$ cat src/hdl/ocik_pkg.sv
package ocik_pkg;

    // Chassis geometry: three wheels, or four for any other count.
    localparam int WHEEL_COUNT = 4;
    localparam int NUM_WHEELS  = (WHEEL_COUNT == 3) ? 3 : 4;
    localparam int IDX_W       = 2;

    // Register map.
    localparam int  PADDR_W            = 3;
    localparam logic REG_CHASSIS_RADIUS = 1'b0;
    localparam logic [15:0] RADIUS_RESET = 16'd256;

    // Angle constants in hundredths of a degree.
    localparam logic [15:0] QUARTER   = 16'd9000;
    localparam logic [15:0] HALF_TURN = 16'd18000;
    localparam logic [15:0] THREE_Q   = 16'd27000;
    localparam logic [16:0] FULL_TURN = 17'd36000;

    // z = round(t * 2^30 / 9000) = 119304*t + floor((1456*t + 1125) / 2250).
    localparam logic [16:0] Z_BASE_MUL = 17'd119304;
    localparam logic [10:0] Z_REM_MUL  = 11'd1456;
    localparam logic [10:0] Z_REM_BIAS = 11'd1125;
    localparam logic [11:0] Z_DIV      = 12'd2250;
    localparam logic [24:0] Z_RECIP    = 25'd30541989;
    localparam int          Z_RECIP_SH = 36;

    // Odd Taylor coefficients of sin(pi/2 * z), Q2.30.
    localparam logic signed [32:0] C_A1 = 33'sd1686629713;
    localparam logic signed [32:0] C_A3 = -33'sd693598669;
    localparam logic signed [32:0] C_A5 = 33'sd85569306;
    localparam logic signed [32:0] C_A7 = -33'sd5026995;
    localparam logic signed [32:0] C_A9 = 33'sd172272;

    // Sine unit depth in register stages.
    localparam int POLY_LAT = 15;

    // Mixing matrix constants, Q1.15.
    localparam logic signed [16:0] K_SQRT2_2 = 17'sd23170;
    localparam logic signed [16:0] K_SQRT3_2 = 17'sd28378;
    localparam logic signed [16:0] K_HALF    = 17'sd16384;
    localparam logic signed [16:0] K_NEG_ONE = -17'sd32768;

    typedef logic signed [15:0] speed_t;

    typedef struct packed {
        logic signed [15:0] vx;
        logic signed [15:0] vy;
        logic signed [15:0] spin;
    } cmd_t;

    typedef struct packed {
        logic        neg;
        logic [13:0] t;
    } fold_t;

    // Shift right by sh, rounding to nearest with halves away from zero.
    function automatic logic signed [63:0] rnd64(input logic signed [63:0] v,
                                                 input int unsigned sh);
        logic        neg;
        logic [63:0] m;
        neg = v[63];
        m   = neg ? 64'(-v) : 64'(v);
        m   = (m + (64'd1 << (sh - 1))) >> sh;
        return neg ? -$signed(m) : $signed(m);
    endfunction

    // Reduce an angle in 0..35999 to a first-quadrant offset and a sign.
    function automatic fold_t fold(input logic [15:0] ang);
        fold_t       r;
        logic [15:0] d;
        d = 16'd0;
        priority if (ang >= THREE_Q)
        begin
            d     = ang - THREE_Q;
            r.neg = 1'b1;
            r.t   = 14'(QUARTER - d);
        end
        else if (ang >= HALF_TURN)
        begin
            d     = ang - HALF_TURN;
            r.neg = 1'b1;
            r.t   = 14'(d);
        end
        else if (ang >= QUARTER)
        begin
            d     = ang - QUARTER;
            r.neg = 1'b0;
            r.t   = 14'(QUARTER - d);
        end
        else
        begin
            r.neg = 1'b0;
            r.t   = 14'(ang);
        end
        return r;
    endfunction

    // Horner coefficient for step k, after the leading A9.
    function automatic logic signed [32:0] horner_coef(input int k);
        logic signed [32:0] c;
        priority if (k == 0)
            c = C_A7;
        else if (k == 1)
            c = C_A5;
        else if (k == 2)
            c = C_A3;
        else
            c = C_A1;
        return c;
    endfunction

    // Weight of bx for wheel i.
    function automatic logic signed [16:0] coef_x(input int i);
        logic signed [16:0] c;
        if (NUM_WHEELS == 3)
        begin
            c = (i == 0) ? K_NEG_ONE : K_HALF;
        end
        else
        begin
            c = (i < 2) ? K_SQRT2_2 : -K_SQRT2_2;
        end
        return c;
    endfunction

    // Weight of by for wheel i.
    function automatic logic signed [16:0] coef_y(input int i);
        logic signed [16:0] c;
        if (NUM_WHEELS == 3)
        begin
            priority if (i == 0)
                c = 17'sd0;
            else if (i == 1)
                c = -K_SQRT3_2;
            else
                c = K_SQRT3_2;
        end
        else
        begin
            c = (i[0] == 1'b0) ? K_SQRT2_2 : -K_SQRT2_2;
        end
        return c;
    endfunction

endpackage

$ cat src/hdl/ocik_ser.sv
module ocik_ser (
    input  logic                         clk,
    input  logic                         rst_n,
    input  logic                         in_valid,
    input  ocik_pkg::speed_t             in_speed [ocik_pkg::NUM_WHEELS],
    input  logic                         in_sat [ocik_pkg::NUM_WHEELS],
    output logic                         load_ok,
    output logic                         out_valid,
    input  logic                         out_ready,
    output logic [ocik_pkg::IDX_W-1:0]   out_index,
    output ocik_pkg::speed_t             out_speed,
    output logic                         out_sat,
    output logic                         out_last
);
    import ocik_pkg::*;

    localparam logic [IDX_W-1:0] LAST_IDX = IDX_W'(NUM_WHEELS - 1);

    logic             busy_reg;
    logic             busy_next;
    logic [IDX_W-1:0] idx_reg;
    logic [IDX_W-1:0] idx_next;
    speed_t           spd_reg [NUM_WHEELS];
    logic             sat_reg [NUM_WHEELS];
    logic             load;

    // A new set of wheel speeds loads once the last one of the previous set goes.
    assign load_ok = !busy_reg || (out_ready && (idx_reg == LAST_IDX));
    assign load    = in_valid && load_ok;

    always_comb
    begin
        busy_next = busy_reg;
        idx_next  = idx_reg;
        priority if (load)
        begin
            busy_next = 1'b1;
            idx_next  = '0;
        end
        else if (busy_reg && out_ready)
        begin
            if (idx_reg == LAST_IDX)
                busy_next = 1'b0;
            else
                idx_next = idx_reg + 1'b1;
        end
    end

    always_ff @(posedge clk or negedge rst_n)
    begin
        if (!rst_n)
        begin
            busy_reg <= 1'b0;
            idx_reg  <= '0;
        end
        else
        begin
            busy_reg <= busy_next;
            idx_reg  <= idx_next;
        end
    end

    always_ff @(posedge clk)
    begin
        if (load)
        begin
            spd_reg <= in_speed;
            sat_reg <= in_sat;
        end
    end

    assign out_valid = busy_reg;
    assign out_index = idx_reg;
    assign out_speed = spd_reg[idx_reg];
    assign out_sat   = sat_reg[idx_reg];
    assign out_last  = (idx_reg == LAST_IDX);

endmodule

$ cat config.mk
export PLATFORM = sky130hd
export DESIGN_NAME = ocik_ser
export DESIGN_NICKNAME = d
export VERILOG_FILES = /design/src/hdl/ocik_pkg.sv /design/src/hdl/ocik_ser.sv
export SDC_FILE = /design/constraint.sdc
export NUM_CORES = 1
export LEC_CHECK = 0
export BUFFER_PORTS_ARGS = -buffer_cell sky130_fd_sc_hd__buf_2
export CORE_ASPECT_RATIO = 0.5
export CORE_MARGIN = 4
export CORE_UTILIZATION = 44
export DETAILED_ROUTE_END_ITERATION = 8
export MAX_ROUTING_LAYER = met4
export PLACE_DENSITY = 0.85
export RECOVER_POWER = 100
export SLEW_MARGIN = 25
export SYNTH_ARGS = -nofsm -noshare
export SYNTH_HDL_FRONTEND = slang
export SYNTH_SLANG_ARGS = --single-unit
$ cat constraint.sdc
create_clock -name clk -period 2.9 [get_ports clk]
set_clock_uncertainty 0.15 [all_clocks]
set_input_delay 0 -clock clk [delete_from_list [all_inputs] [get_ports clk]]
set_output_delay 0 -clock clk [all_outputs]
set_load 0.01 [all_outputs]
==> impl_metrics.yaml <==
sta:
  worstMarginPinSlew_ps: 1141
  rsz0062_at_grt: "false"
  min_period_ps: 2424
  finalSetupTns_ps: 0
  slew_headroom: 0.2391
  setup_violations: 0
  maxSlewViolCount: 0
  timing.final.crit_share: 0.8359
  finalHoldViolations: 0
  timing.fmax_ghz: 0.4125
layout:
  largest_register_ff_count: 64
  n_antenna_cell: 0
  final_util: 0.7349
  drive_gt1_frac: 0.3229
  final_nets: 356
  syn_to_final_growth_pct: 56.01
  nFillCells: 352
logic_synthesis:
  synth_nets: 179
  synth_area_leader_cell: "edfxtp_1"
  ys_types: 17
  netlist_area_sq_mm: 0.002665
  ys_ff_latch: 71
  synth_warnings: 0
  postSynthAreaPerCell_sq_um: 25.14
  synth.area.top_cells: "edfxtp_1 77%, mux4_1 8.9%, mux4_2 6.8%"
  yosysTopAreaCellShare: 0.7662
  ys_seq_area_frac: 0.7944
  synthCells: 106
power:
  leakage_nw: 1.588
  peakVddDrop_mv: 0.4483
  power_density_mw_per_mm2: 753.2
global_routing:
  grt_pass1_wl_mm: 10.18
  grt_pass1_vias: 2030
  overflow: 0
  grt_max_degree: 29
  antenna_found_initial: 0
  track_usage: 0.1852
route:
  first_pass_iters: 4
  vias: 1742
  ant_nets: 0
  wire_per_inst_microns: 17.37
  route.detailed.drc: 0
  viasPerCell: 4.825
  drt_iter0_markers: 73
  totalWireLength_mm: 6.271
cts:
  cts_made_buffers: 9
  cts_tree: "built"
  ctsLongestPathBuffers: 2
  cts.clk_slew.worst_paths_ps: 50
  clockRootBuffer: "clkbuf_16"
  postCtsSetupBuffers: 0
  clock-sinks: 71
  cts_htree_levels: 3
  clk-insertion-delay-late_ps: 320
floorplanning:
  dieArea_sq_mm: 0.007442
  dieHeight_microns: 63.03
  rows: 19
  start_util: 0.4710
  die_w_microns: 118.1
  core_sq_mm: 0.005658
  ios: 94
critical_path:
  end_kind: "flip-flop"
  crit_chain: "ha_1 > nand2_1 > nand2_1 > and2_2 > clkbuf_2"
  critPathMaxFanout: 28
  cp-start-kind: "flip-flop"
  slowest_stage: "clkbuf_2"
  crit_top_cell: "nand2_1"
  cp_data_arrival_time_ps: 2220
  critical_path_class: "flip-flop to flip-flop"
  crit_path_max_incr_delay_ps: 640
  crit_required_ps: 2700
run:
  max-cap-violations: 0
place:
  io_buffers: 93
  hpwlAfterDp_mm: 3.599
  gp_congestion: 0.6922
run_status:
  outcome: "finished, final reports clean"
worst_hold_path:
  min_path_type: "input port to flip-flop"
-- through the flow --
stage          instance area (sq um)  instances  power (mW)  hold slack, ps  worst slack [ps]
2_1_floorplan                   2666        106       1.898          -445.6             551.8
3_3_place_gp                    3212        272       2.146          -354.9             841.8
3_5_place_dp                    3212        272       2.182          -345.2             712.8
4_1_cts                         4197        361       3.192           232.3             700.5
5_1_grt                         4158        361       3.284           231.6             304.1
6_report                        4158        361       3.132           239.1             475.8
-- power breakdown --
| part | leakage [nW] | switching [mW] | total (mW) | internal (mW) |
|---|---|---|---|---|
| Clock | 0.125 | 0.351 | 0.927 | 0.576 |
| Sequential | 0.652 | 0.0372 | 1.32 | 1.28 |
| Combinational | 0.811 | 0.460 | 0.887 | 0.427 |
-- metal layers --
layer / part of all wire / up-vias / global-route usage / routed length (microns)
met4: 0.022 / 0 / 0.07737 / 140
met5: 0 / - / - / 0
met3: 0.036 / 14 / 0.03978 / 225
met1: 0.35 / 872 / 0.1909 / 2181
li1: - / 808 / - / -
met2: 0.59 / 48 / 0.3454 / 3723
-- worst max-delay path: cells and delay by family, from the launching register on --
family	cells	cell delay (ps)
and+or+nand+nor	3	680
buffers and inverters	1	640
DFF	1	360
adders and majority gates	1	210
-- layout make-up --
type                       count  area (sq um)  share of cell area
timing repair buffer         170          1187              0.2856
multi-input combinational     28         496.7              0.1195
tap                           73         91.34             0.02197
sequential                    71          2117              0.5092
inverter                       3         11.26            0.002708
clock buffer                  14         244.0             0.05868
clock inverter                 2         10.01            0.002407
-- synthesized netlist by cell type --
| cell type | instances |
|---|---|
| buf_2 | 2 |
| mux4_2 | 8 |
| a22o_2 | 1 |
| mux2i_1 | 1 |
| inv_1 | 3 |
| a22o_1 | 1 |
| mux4_1 | 9 |
| dfrtp_1 | 3 |
| o22ai_1 | 1 |
| ha_1 | 1 |
| nand2b_1 | 2 |
| and2_1 | 1 |
| nand2_1 | 2 |
| edfxtp_1 | 68 |
| buf_12 | 1 |
| buf_6 | 1 |
| a21oi_1 | 1 |
-- cells by family after synthesis --
group / count (synthesis) / synth area share
DFF: 71 / 0.7944
muxes: 18 / 0.1601
buffers and inverters: 7 / 0.01972
and+or+nand+nor: 5 / 0.009861
AOI/OAI and AO/OA: 4 / 0.01127
adders and majority gates: 1 / 0.004694
-- final timing paths --
path	start	end	slack (ps)	cells after the start
worst max-delay path	out_index[1]	spd_reg[34]	480	5
worst min-delay path	in_speed[18]	spd_reg[18]	240	2
worst max register to register	out_index[1]	spd_reg[34]	480	5
worst min register to register	out_valid	out_index[1]	430	1
max in group asynchronous	rst_n	out_index[0]	2010	3
min in group asynchronous	rst_n	out_valid	430	3
-- layout by cell type, fill, tap and decap left out, types with 2 or more instances in the layout --
| cell | n |
|---|---|
| dlygate4sd3_1 | 73 |
| edfxtp_1 | 68 |
| buf_2 | 67 |
| clkbuf_1 | 30 |
| mux4_1 | 9 |
| clkbuf_16 | 9 |
| mux4_2 | 8 |
| clkbuf_2 | 4 |
| inv_1 | 3 |
| dfrtp_1 | 3 |
| nand2_1 | 2 |
| nand2b_1 | 2 |
| clkinv_2 | 2 |
-- what timing repair did --
item,in CTS,in global routing
gates resized for setup,0,0
setup endpoints to repair,0,0
hold buffers,73,0
endpoints found under the hold margin,74,0
Power figures use the tool's default switching activity.
